<file path="src/design/zero_crossing_period_estimator_macros.svh">
// Assertion macros for the zero crossing period estimator.
`ifndef ZERO_CROSSING_PERIOD_ESTIMATOR_MACROS_SVH
`define ZERO_CROSSING_PERIOD_ESTIMATOR_MACROS_SVH

// Same-cycle implication, checked outside reset.
`define ZCPE_ASSERT_IMPL(label, clk, rst, ante, cons) \
   label: assert property (@(posedge clk) disable iff (rst) (ante) |-> (cons)) \
      else $error("zcpe: same-cycle check failed");

// Next-cycle implication, checked outside reset.
`define ZCPE_ASSERT_NEXT(label, clk, rst, ante, cons) \
   label: assert property (@(posedge clk) disable iff (rst) (ante) |=> (cons)) \
      else $error("zcpe: next-cycle check failed");

`endif

</file>
<file path="src/design/zcpe_pkg.sv">
// Shared types and constants of the zero crossing period estimator.
package zcpe_pkg;

   localparam int COUNT_BITS = 32;
   localparam logic [COUNT_BITS-1:0] COUNT_MAX = {COUNT_BITS{1'b1}};

   // Status of the serial fraction divider.
   typedef struct packed {
      logic busy;
      logic done;
   } div_stat_type;

endpackage

</file>
<file path="src/design/zcpe_frac_div.sv">
// Bit-serial restoring divider for the crossing fraction, one quotient bit per cycle.
module zcpe_frac_div #(
   parameter int SAMPLE_BITS   = 16,
   parameter int FRACTION_BITS = 16
) (
   input  logic                     clock,
   input  logic                     reset,
   input  logic                     start,
   input  logic [SAMPLE_BITS:0]     numer,     // magnitude, below denom
   input  logic [SAMPLE_BITS:0]     denom,     // magnitude, non-zero
   output zcpe_pkg::div_stat_type   stat,
   output logic [FRACTION_BITS-1:0] quotient
);

   localparam int CNT_W = $clog2(FRACTION_BITS + 1);
   localparam logic [CNT_W-1:0] STEPS = CNT_W'(FRACTION_BITS);
   localparam logic [CNT_W-1:0] LAST  = CNT_W'(1);

   logic [SAMPLE_BITS+1:0]   rem_ff, rem_in;
   logic [SAMPLE_BITS:0]     den_ff;
   logic [FRACTION_BITS-1:0] quo_ff, quo_in;
   logic [CNT_W-1:0]         cnt_ff;
   logic                     busy_ff, done_ff;
   logic [SAMPLE_BITS+1:0]   shifted;
   logic                     fits;

   always_comb begin
      shifted = {rem_ff[SAMPLE_BITS:0], 1'b0};
      fits    = shifted >= {1'b0, den_ff};
      rem_in  = fits ? shifted - {1'b0, den_ff} : shifted;
      quo_in  = {quo_ff[FRACTION_BITS-2:0], fits};
   end

   always_ff @(posedge clock) begin
      if (reset) begin
         busy_ff <= 1'b0;
         done_ff <= 1'b0;
         cnt_ff  <= '0;
      end else begin
         // one-cycle pulse after the last quotient bit
         done_ff <= !start && busy_ff && (cnt_ff == LAST);
         if (start) begin
            busy_ff <= 1'b1;
            cnt_ff  <= STEPS;
         end else if (busy_ff) begin
            cnt_ff <= cnt_ff - LAST;
            if (cnt_ff == LAST) begin
               busy_ff <= 1'b0;
            end
         end
      end
   end

   // datapath, no reset needed
   always_ff @(posedge clock) begin
      if (start) begin
         rem_ff <= {1'b0, numer};
         den_ff <= denom;
         quo_ff <= '0;
      end else if (busy_ff) begin
         rem_ff <= rem_in;
         quo_ff <= quo_in;
      end
   end

   assign stat.busy = busy_ff;
   assign stat.done = done_ff;
   assign quotient  = quo_ff;

endmodule

</file>
<file path="src/design/zero_crossing_period_estimator.sv">
// Top level of the zero crossing period estimator.
//
//  channel   ports                       direction  transfer when
//  request   req_valid/req_ready/sample  in         req_valid & req_ready
//  response  rsp_valid/rsp_ready/period  out        rsp_valid & rsp_ready
//  config    csr_wr_en/csr_wr_data       in         csr_wr_en high
//
// Steps: a sample with no falling crossing, or one whose fraction is a
// special case, is transferred and then updated in S_APPLY. A falling crossing
// that needs the division waits in S_DIV for the bit-serial divider, which
// produces one quotient bit per clock, and is then updated in S_APPLY.
// Reset is synchronous, active high; no clearing pass is needed.
// A stalled response holds the update; the next request is taken as soon as
// the update has been written to the response register.
module zero_crossing_period_estimator #(
   parameter int SAMPLE_BITS   = 16,
   parameter int FRACTION_BITS = 16
) (
   input  logic                   clock,
   input  logic                   reset,
   input  logic                   req_valid,
   output logic                   req_ready,
   input  logic [SAMPLE_BITS-1:0] req_sample,
   output logic                   rsp_valid,
   input  logic                   rsp_ready,
   output logic [31:0]            rsp_period,
   input  logic                   csr_wr_en,
   input  logic [31:0]            csr_wr_data
);

`include "zero_crossing_period_estimator_macros.svh"

   localparam int CW = zcpe_pkg::COUNT_BITS;
   localparam logic [CW-1:0] ONE_Q = CW'(1) << FRACTION_BITS;
   localparam logic [FRACTION_BITS-1:0] FRAC_MAX = {FRACTION_BITS{1'b1}};

   typedef enum logic [1:0] {S_IDLE, S_DIV, S_APPLY} state_type;

   state_type                state_ff;
   logic [CW-1:0]            min_length_ff;
   logic [SAMPLE_BITS-1:0]   prev_ff, x_ff;
   logic [CW-1:0]            count_ff, count_in;
   logic [CW-1:0]            last_period_ff, last_period_in;
   logic                     above_ff, above_in;
   logic                     falls_ff, rises_ff;
   logic [FRACTION_BITS-1:0] frac_ff, frac_in;
   logic                     rsp_valid_ff;

   // crossing decision, taken at request transfer
   logic                     req_fire, count_ok, is_pos, is_neg, falls, rises;
   logic signed [SAMPLE_BITS:0] num, den;
   logic [SAMPLE_BITS:0]     an, ad;
   logic                     frac_zero, frac_full, need_div;

   // update
   logic [CW:0]              period_sum, count_sum;
   logic [CW-1:0]            frac_ext;
   logic                     out_free;

   zcpe_pkg::div_stat_type   div_stat;
   logic [FRACTION_BITS-1:0] div_quo;

   assign req_fire = req_valid && req_ready;
   assign req_ready = (state_ff == S_IDLE);
   assign out_free  = !rsp_valid_ff || rsp_ready;

   always_comb begin
      num      = {prev_ff[SAMPLE_BITS-1], prev_ff};
      den      = num - {req_sample[SAMPLE_BITS-1], req_sample};
      an       = num[SAMPLE_BITS] ? (SAMPLE_BITS+1)'(-num) : num;
      ad       = den[SAMPLE_BITS] ? (SAMPLE_BITS+1)'(-den) : den;
      count_ok = count_ff >= min_length_ff;
      is_neg   = req_sample[SAMPLE_BITS-1];
      is_pos   = !is_neg && (|req_sample);
      falls    = count_ok && is_neg && above_ff;
      rises    = count_ok && is_pos && !above_ff;
      // ratio is zero, negative or undefined: fraction 0
      frac_zero = (den == '0) || (num == '0) || (num[SAMPLE_BITS] != den[SAMPLE_BITS]);
      frac_full = an >= ad;
      need_div  = falls && !frac_zero && !frac_full;
      frac_in   = (frac_zero || !frac_full) ? '0 : FRAC_MAX;
   end

   always_comb begin
      frac_ext   = {{(CW-FRACTION_BITS){1'b0}}, frac_ff};
      period_sum = {1'b0, count_ff} + {1'b0, frac_ext};
      count_sum  = {1'b0, count_ff} + {1'b0, ONE_Q};
      last_period_in = last_period_ff;
      above_in       = above_ff;
      if (falls_ff) begin
         above_in       = 1'b0;
         last_period_in = period_sum[CW] ? zcpe_pkg::COUNT_MAX : period_sum[CW-1:0];
         count_in       = ONE_Q - frac_ext;   // remainder plus this sample
      end else begin
         if (rises_ff) begin
            above_in = 1'b1;
         end
         count_in = count_sum[CW] ? zcpe_pkg::COUNT_MAX : count_sum[CW-1:0];
      end
   end

   zcpe_frac_div #(
      .SAMPLE_BITS   (SAMPLE_BITS),
      .FRACTION_BITS (FRACTION_BITS)
   ) u_div (
      .clock    (clock),
      .reset    (reset),
      .start    (req_fire && need_div),
      .numer    (an),
      .denom    (ad),
      .stat     (div_stat),
      .quotient (div_quo)
   );

   always_ff @(posedge clock) begin
      if (reset) begin
         state_ff       <= S_IDLE;
         min_length_ff  <= '0;
         prev_ff        <= '0;
         count_ff       <= '0;
         last_period_ff <= '0;
         above_ff       <= 1'b1;
         rsp_valid_ff   <= 1'b0;
      end else begin
         if (csr_wr_en) begin
            min_length_ff <= csr_wr_data;
         end
         // drained, unless an update refills it in the same cycle
         if (rsp_valid_ff && rsp_ready && state_ff != S_APPLY) begin
            rsp_valid_ff <= 1'b0;
         end
         unique case (state_ff)
            S_IDLE: begin
               if (req_fire) begin
                  state_ff <= need_div ? S_DIV : S_APPLY;
               end
            end
            S_DIV: begin
               if (div_stat.done) begin
                  state_ff <= S_APPLY;
               end
            end
            S_APPLY: begin
               // wait until the response register is free
               if (out_free) begin
                  prev_ff        <= x_ff;
                  count_ff       <= count_in;
                  last_period_ff <= last_period_in;
                  above_ff       <= above_in;
                  rsp_valid_ff   <= 1'b1;
                  state_ff       <= S_IDLE;
               end
            end
            default: state_ff <= S_IDLE;
         endcase
      end
   end

   // per-item datapath, no reset needed
   always_ff @(posedge clock) begin
      if (req_fire) begin
         x_ff     <= req_sample;
         falls_ff <= falls;
         rises_ff <= rises;
         frac_ff  <= frac_in;
      end else if (state_ff == S_DIV && div_stat.done) begin
         frac_ff <= div_quo;
      end
   end

   assign rsp_valid  = rsp_valid_ff;
   assign rsp_period = last_period_ff;

   `ZCPE_ASSERT_IMPL(a_ready_div_idle, clock, reset, req_ready, !div_stat.busy)
   `ZCPE_ASSERT_IMPL(a_done_in_div, clock, reset, div_stat.done, state_ff == S_DIV)
   `ZCPE_ASSERT_NEXT(a_fast_path, clock, reset, req_fire && !need_div, state_ff == S_APPLY)
   `ZCPE_ASSERT_NEXT(a_apply_shows, clock, reset, state_ff == S_APPLY && out_free,
                     rsp_valid_ff && state_ff == S_IDLE)

endmodule
</file>
<file path="config.mk">
export PLATFORM = sky130hd
export DESIGN_NAME = zero_crossing_period_estimator
export DESIGN_NICKNAME = d
export VERILOG_FILES = /design/src/design/zcpe_pkg.sv /design/src/design/zcpe_frac_div.sv /design/src/design/zero_crossing_period_estimator.sv
export VERILOG_INCLUDE_DIRS = /design/src /design/src/design
export SDC_FILE = /design/constraint.sdc
export NUM_CORES = 1
export LEC_CHECK = 0
export BUFFER_PORTS_ARGS = -buffer_cell sky130_fd_sc_hd__buf_2
export CAP_MARGIN = 20
export CORE_AREA = 3 3 172 174
export CTS_CLUSTER_DIAMETER = 40
export DETAILED_ROUTE_END_ITERATION = 10
export DIE_AREA = 0 0 175 177
export PLACE_DENSITY = 0.69
export SLEW_MARGIN = 25
export SYNTH_ARGS = -nofsm -noshare
export SYNTH_HDL_FRONTEND = slang
export SYNTH_SLANG_ARGS = --single-unit
</file>
<file path="constraint.sdc">
create_clock -name clock -period 8.64 [get_ports clock]
set_clock_uncertainty 0.1 [all_clocks]
set_input_delay 1.728 -clock clock [delete_from_list [all_inputs] [get_ports clock]]
set_output_delay 1.728 -clock clock [all_outputs]
set_load 0.03 [all_outputs]
</file>
==> results of run 1 <==
-- stage by stage --
stage,power [W],setup WS [ns],hold slack (ns),util [%]
floorplan,0.00140,1.92,0.360,-
global placement,0.00150,0.976,0.374,48.1
detailed placement,0.00151,0.878,0.384,48.2
CTS,0.00281,1.43,0.391,52.1
global route,0.00292,0.930,0.404,52.1
finish,0.00279,1.41,0.389,52.1
-- final timing paths --
kind | start | endpoint | slack, ns | depth (start not counted)
worst max-delay path | req_sample[0] | u_div.rem_ff[3]$_DFFE_PP_ | 1.41 | 23
worst max register to register | prev_ff[0]$_SDFFE_PP0P_ | u_div.rem_ff[3]$_DFFE_PP_ | 2.23 | 23
worst min register to register | rsp_period[24]$_SDFFE_PP0P_ | rsp_period[24]$_SDFFE_PP0P_ | 0.39 | 2
worst min-delay path | rsp_period[24]$_SDFFE_PP0P_ | rsp_period[24]$_SDFFE_PP0P_ | 0.39 | 2
-- cells in the mapped netlist (6+ instances only) --
cell / instances / area, sq um
and3_1: 13 / 81.3
nor3b_1: 6 / 45.0
a211oi_1: 45 / 338
inv_1: 111 / 417
mux2i_1: 51 / 510
mux2_4: 11 / 165
nand2_1: 126 / 473
nor3_1: 45 / 225
o21a_1: 16 / 120
nor4_1: 11 / 68.8
or3_1: 6 / 37.5
nand3_1: 24 / 120
nand4_1: 10 / 62.6
nor2b_1: 20 / 125
o22ai_1: 10 / 62.6
o31ai_1: 10 / 75.1
a21o_1: 29 / 218
dfxtp_1: 139 / 2780
o21ai_0: 45 / 225
nor2_1: 163 / 612
a31oi_1: 17 / 106
xnor2_1: 46 / 403
a21oi_1: 88 / 440
clkbuf_1: 45 / 169
ha_1: 103 / 1290
edfxtp_1: 68 / 2040
nand2b_1: 18 / 113
xor2_1: 39 / 342
buf_1: 7 / 26.3
-- critical path: stages --
cell and delay [ns]:
buf_2 0.11, ha_1 0.23, fa_1 0.41, nor2b_1 0.16, o31a_1 0.20, o21ai_1 0.16, o21a_1 0.26, o31a_1 0.32
a21oi_1 0.49, nor2_1 0.11, xnor2_1 0.22, inv_1 0.07, ha_1 0.29, o21a_1 0.11, o21a_1 0.17, o21ai_0 0.17
a31oi_1 0.11, a211oi_1 0.23, o211ai_1 0.15, nor3_1 0.26, and4_2 0.61, buf_4 0.44, mux2_2 0.38
-- cell families (layout without fill, tap and decap cells) --
family | Yosys count | count (layout) | share of synthesized area, %
buf+inv | 168 | 263 | 5.29
xor+xnor | 86 | 86 | 6.00
compound gates | 309 | 309 | 16.2
mux | 67 | 67 | 5.78
flops | 207 | 207 | 38.1
fa+ha+maj | 106 | 106 | 10.6
other cells | 1 | 1 | 0.0296
simple gates | 478 | 478 | 18.0
-- state kept, by name, indices dropped and copies added (netlist names) --
signal / flops
above_ff: 1
count_ff: 32
falls_ff: 1
frac_ff: 16
min_length_ff: 32
prev_ff: 16
rises_ff: 1
rsp_period: 32
rsp_valid: 1
state_ff: 2
u_div.busy_ff: 1
u_div.cnt_ff: 5
u_div.den_ff: 17
u_div.done_ff: 1
u_div.quotient: 16
u_div.rem_ff: 17
x_ff: 16
-- cells in the final DEF, fill, tap and decap left out, types with 46 or more instances in the layout --
| master | instances |
|---|---|
| a21oi_1 | 87 |
| buf_2 | 85 |
| dfxtp_1 | 139 |
| edfxtp_1 | 68 |
| ha_1 | 103 |
| inv_1 | 111 |
| mux2i_1 | 51 |
| nand2_1 | 126 |
| nor2_1 | 162 |
| xnor2_1 | 46 |
-- power groups by stage --
stage | clock, W | sequential (W) | combinational [W]
after CTS | 0.00132 | 0.00109 | 0.000396
after detailed placement | 0 | 0.00111 | 0.000392
after global routing | 0.00138 | 0.00110 | 0.000448
final | 0.00130 | 0.00109 | 0.000396
after floorplan | 0 | 0.00111 | 0.000286
after global placement | 0 | 0.00111 | 0.000383
-- routing by layer --
metal	vias up	track usage, %	part of all wire (%)
met5	-	0	0
met4	0	5.59	2.8
met3	59	2.70	3.5
met2	208	32.9	48
met1	4790	24.8	46
li1	5188	-	-
-- final cells by class --
class                      count  area (sq um)  share of cell area, %
multi-input combinational   1047          7210                   49.5
clock buffer                  34           818                   5.62
sequential                   207          4820                   33.2
clock inverter                21           274                   1.88
inverter                     111           417                   2.86
tap                          378           473                   3.25
timing repair buffer          97           536                   3.68
==> impl_metrics.csv, run 1 <==
group,metric,value,unit
clock_tree,clk_pin_slew_worst_paths,0.06,ns
global_routing,first_global_vias,10006,
cells_and_area,drive_gt1_share,12.7,%
placed_design,post-place-cells,1840,
synth,synth_edf_count,68,
routing,route.detailed.drc,0,
placed_design,dp_hpwl,21700,um
synth,syn_area_per_cell,8.91,sq um
die,io_pins,87,
power,ir_drop,0.000178,V
synth,yosys.cell_types.count,79,
sta,timing.slew.headroom,31.2,%
synth,synth-seq-cells,207,
run,cap_viol_max_count,0,
placed_design,port_buffers,86,
clock_tree,postCtsHoldBufs,0,
die,coreArea,27900,sq um
synth,synth_nets,1581,
routing,ant_nets,0,
routing,vias,10245,
synth,yosysWarnings,0,
clock_tree,cts_made_buffers,30,
synth,synth.cell_area,12700,sq um
cells_and_area,diodes,0,
worst_setup_path,worstSetupPathType,"input port to register",
routing,viasPerCell,5.41,
synth,syn_inst,1422,
power,power_frac_clock,46.5,%
routing,routed_wl,29500,um
power,sequentialPowerShare,39.2,%
routing,avgRoutedWirePerCell,15.6,um
cells_and_area,synthToLayoutAreaGrowth,14.8,%
die,start_util,45.4,%
global_routing,grt_pass1_wl,49400,um
clock_tree,postCtsSetupBuffers,0,
min_path,worst_hold_path_type,"register to register",
clock_tree,cts_tree,"done",
power,combPwrFrac,14.2,%
die,die_area,31000,sq um
global_routing,grtUsageTotal,19.0,%
power,p_leak,6.19,nW
clock_tree,h-tree-depth,1,
cells_and_area,filler_cell_count,2611,
sta,maxSlewViolCount,0,
sta,finalCritPeriodShare,83.7,%
cells_and_area,final_area,14500,sq um
sta,final_hold_viol_count,0,
clock_tree,cts_buffer_depth,3,
power,netSwitchingFraction,26.4,%
power,power.switching,0.000736,W
global_routing,grt_max_degree,80,
synth,synth_ff_type,"dfxtp_1",
synth,async_flop_share,0,%
global_routing,antenna_found_initial,0,
power,power_density,192,nW/um^2
routing,firstDrtPassIters,8,
sta,period_needed,7.23,ns
worst_setup_path,worstPathRequired,8.83,ns
clock_tree,cts-root-buf,"clkbuf_16",
worst_setup_path,critPathMaxFanout,26,
sta,rsz0062_at_grt,"false",
power,p_int,0.00205,W
worst_setup_path,critPathArrivalTime,7.42,ns
clock_tree,clock_sinks,207,
sta,fmax,138,MHz
synth,seq_area_frac_synth,38.1,%
die,die-height,177,um
sta,setup_viol,0,
die,die_w,175,um
placed_design,place_area,13500,sq um
cells_and_area,final_cells,1895,
worst_setup_path,setup.worst_path.start_class,"input port",
sta,worst_pin_slew,1.03,ns
cells_and_area,fin_nets,1653,
clock_tree,worst_skew_pair.late_latency,0.54,ns
clock_tree,cts_resized,0,
sta,final.setup.tns,0,ns
placed_design,gp_congestion,0.883,
routing,drtIter0Drc,588,
worst_setup_path,critPathCaptureType,"register",
status,status,"complete, no violations",
die,num_rows,61,
global_routing,overflow,0,
No activity file was read; power rests on OpenSTA's default activity.
==> run 2: changes to the inputs <==
--- a/config.mk
+++ b/config.mk
@@ -12,7 +12,7 @@
 export CTS_CLUSTER_DIAMETER = 40
 export DETAILED_ROUTE_END_ITERATION = 10
 export DIE_AREA = 0 0 175 177
-export PLACE_DENSITY = 0.69
+export PLACE_DENSITY = 0.71
 export SLEW_MARGIN = 25
 export SYNTH_ARGS = -nofsm -noshare
 export SYNTH_HDL_FRONTEND = slang
==> constraint.sdc (replaced) <==
create_clock -name clock -period 6.25 [get_ports clock]
set_clock_uncertainty 0.1 [all_clocks]
set_input_delay 1.25 -clock clock [delete_from_list [all_inputs] [get_ports clock]]
set_output_delay 1.25 -clock clock [all_outputs]
set_load 0.03 [all_outputs]
==> run 2 against run 1 <==
Net effect:
- worst hold slack got worse by 0.0086 ns
- flip-flop and latch count unchanged
- utilization increased by 0.86 points
- largest cell class unchanged
- sequential power increased by 39%
- combinational power increased by 45%
- clock power increased by 42%
- design area increased by 1.6%
- global-route usage increased by 0.37 points
- sequential share of layout area decreased by 0.54 points
- power increased by 41%
- setup slack got worse by 1.0 ns
- critical endpoint is now u_div.rem_ff[7]$_DFFE_PP_
==> impl_metrics.csv, run 2 (same netlist as run 1, synthesis figures left out) <==
group,metric,value,unit
status,status,"complete, no violations",
sta,timing.slew.headroom,35.8,%
sta,period_needed,5.85,ns
global_routing,grt_max_degree,74,
worst_setup_path,worstPathRequired,6.40,ns
cells_and_area,drive_gt1_share,14.0,%
cells_and_area,synthToLayoutAreaGrowth,16.7,%
worst_setup_path,worstSetupPathType,"input port to register",
die,die-height,177,um
run,cap_viol_max_count,0,
sta,worst_pin_slew,0.961,ns
power,power_density,266,nW/um^2
clock_tree,h-tree-depth,1,
cells_and_area,filler_cell_count,2523,
min_path,whs_path_depth,2,
worst_setup_path,critPathCaptureType,"register",
cells_and_area,fin_util,52.9,%
global_routing,grt_pass1_wl,50200,um
worst_setup_path,critPathMaxFanout,17,
power,netSwitchingFraction,26.5,%
global_routing,grtUsageTotal,19.4,%
clock_tree,cts_buffer_depth,3,
cells_and_area,final_cell_mix,"nor2_1 (162), dfxtp_1 (139), nand2_1 (126)",
clock_tree,postCtsHoldBufs,0,
routing,avgRoutedWirePerCell,15.8,um
global_routing,first_global_vias,10151,
clock_tree,cts-root-buf,"clkbuf_16",
min_path,worst_hold_path_type,"register to register",
power,sequentialPowerShare,38.4,%
power,ir_drop,0.000263,V
sta,fmax,171,MHz
sta,maxSlewViolCount,0,
global_routing,antenna_found_initial,0,
die,coreArea,27900,sq um
routing,ant_nets,0,
worst_setup_path,setup.worst_path.start_class,"input port",
routing,viasPerCell,5.40,
power,combPwrFrac,14.6,%
power,power.switching,0.00104,W
sta,setup_viol,0,
power,p_leak,6.34,nW
cells_and_area,final_cells,1921,
routing,drtIter0Drc,722,
die,die_w,175,um
die,num_rows,61,
power,p_int,0.00289,W
routing,firstDrtPassIters,5,
die,io_pins,87,
clock_tree,postCtsSetupBuffers,0,
clock_tree,clk_pin_slew_worst_paths,0.05,ns
routing,route.detailed.drc,0,
clock_tree,clock_sinks,207,
cells_and_area,final_area,14800,sq um
power,power_frac_clock,47.0,%
sta,final_hold_viol_count,0,
clock_tree,cts_tree,"done",
worst_setup_path,critPathArrivalTime,6.00,ns
worst_setup_path,ff2ff_path_depth,23,
clock_tree,cts_made_buffers,31,
cells_and_area,diodes,0,
clock_tree,worst_skew_pair.late_latency,0.55,ns
placed_design,dp_hpwl,22400,um
die,start_util,45.4,%
cells_and_area,fin_nets,1677,
placed_design,gp_congestion,0.893,
routing,vias,10377,
sta,finalCritPeriodShare,93.6,%
routing,routed_wl,30300,um
global_routing,overflow,0,
die,die_area,31000,sq um
placed_design,port_buffers,86,
placed_design,place_area,13600,sq um
cells_and_area,final_common_cell,"nor2_1",
placed_design,post-place-cells,1862,
sta,rsz0062_at_grt,"false",
clock_tree,cts_resized,0,
## run 2: cell count changes in the layout (fill, tap and decap cells not counted), moves of 2 or more
cell | before | now
buf_12 | 0 | 2
clkbuf_16 | 32 | 34
buf_4 | 11 | 32
clkinvlp_4 | 3 | 0
clkbuf_8 | 1 | 3
## run 2: area by class of cell
class	instances	area (sq um)	share of cell area (%)
Timing Repair Buffer	120	733	4.96
Sequential cell	207	4820	32.6
Tap cell	378	473	3.20
Inverter	111	417	2.82
Clock buffer	38	896	6.06
Multi-Input combinational cell	1047	7200	48.7
Clock inverter	20	243	1.64
## run 2: worst paths after layout
path                                     from                           to  slack (ns)
setup reg to reg      prev_ff[0]$_SDFFE_PP0P_    u_div.rem_ff[7]$_DFFE_PP_        0.69
hold reg to reg   rsp_period[24]$_SDFFE_PP0P_  rsp_period[24]$_SDFFE_PP0P_        0.38
setup / recovery                req_sample[0]    u_div.rem_ff[7]$_DFFE_PP_        0.40
hold / removal    rsp_period[24]$_SDFFE_PP0P_  rsp_period[24]$_SDFFE_PP0P_        0.38
## run 2: critical path, stage by stage
cell	delay [ns]
buf_2	0.11
ha_1	0.22
fa_1	0.40
nor2b_1	0.16
o31a_1	0.21
a21oi_1	0.08
o21bai_4	0.20
nor4b_4	0.30
or4b_4	0.51
and4bb_1	0.34
nor2_1	0.07
xor2_1	0.16
inv_1	0.06
ha_1	0.29
nand4_1	0.14
nor4_1	0.07
a21oi_1	0.18
o211ai_1	0.16
nor3_1	0.26
and4_2	0.31
buf_4	0.18
or2_1	0.16
buf_12	0.17
## run 2: power groups by stage
stage | Sequential [W] | Clock [W] | Combinational (W)
2_1_floorplan | 0.00154 | 0 | 0.000396
3_3_place_gp | 0.00154 | 0 | 0.000554
3_5_place_dp | 0.00154 | 0 | 0.000569
4_1_cts | 0.00151 | 0.00188 | 0.000574
5_1_grt | 0.00152 | 0.00195 | 0.000646
6_report | 0.00151 | 0.00185 | 0.000575
## run 2: layer usage
metal / GRT usage (%) / part of all wire, % / up-vias
met3: 2.68 / 4.1 / 69
met4: 6.22 / 3.3 / 0
li1: - / - / 5238
met1: 25.0 / 45 / 4844
met2: 33.7 / 48 / 226
met5: 0 / 0 / -
## run 2: through the flow
step           power [W]  setup TNS [ns]  setup WS, ns  hold WS [ns]
2_1_floorplan    0.00193               0       0.00760         0.360
3_3_place_gp     0.00209               0        0.0494         0.372
3_5_place_dp     0.00211           -2.82        -0.102         0.369
4_1_cts          0.00396               0         0.451         0.377
5_1_grt          0.00411               0        0.0508         0.407
6_report         0.00393               0         0.403         0.380
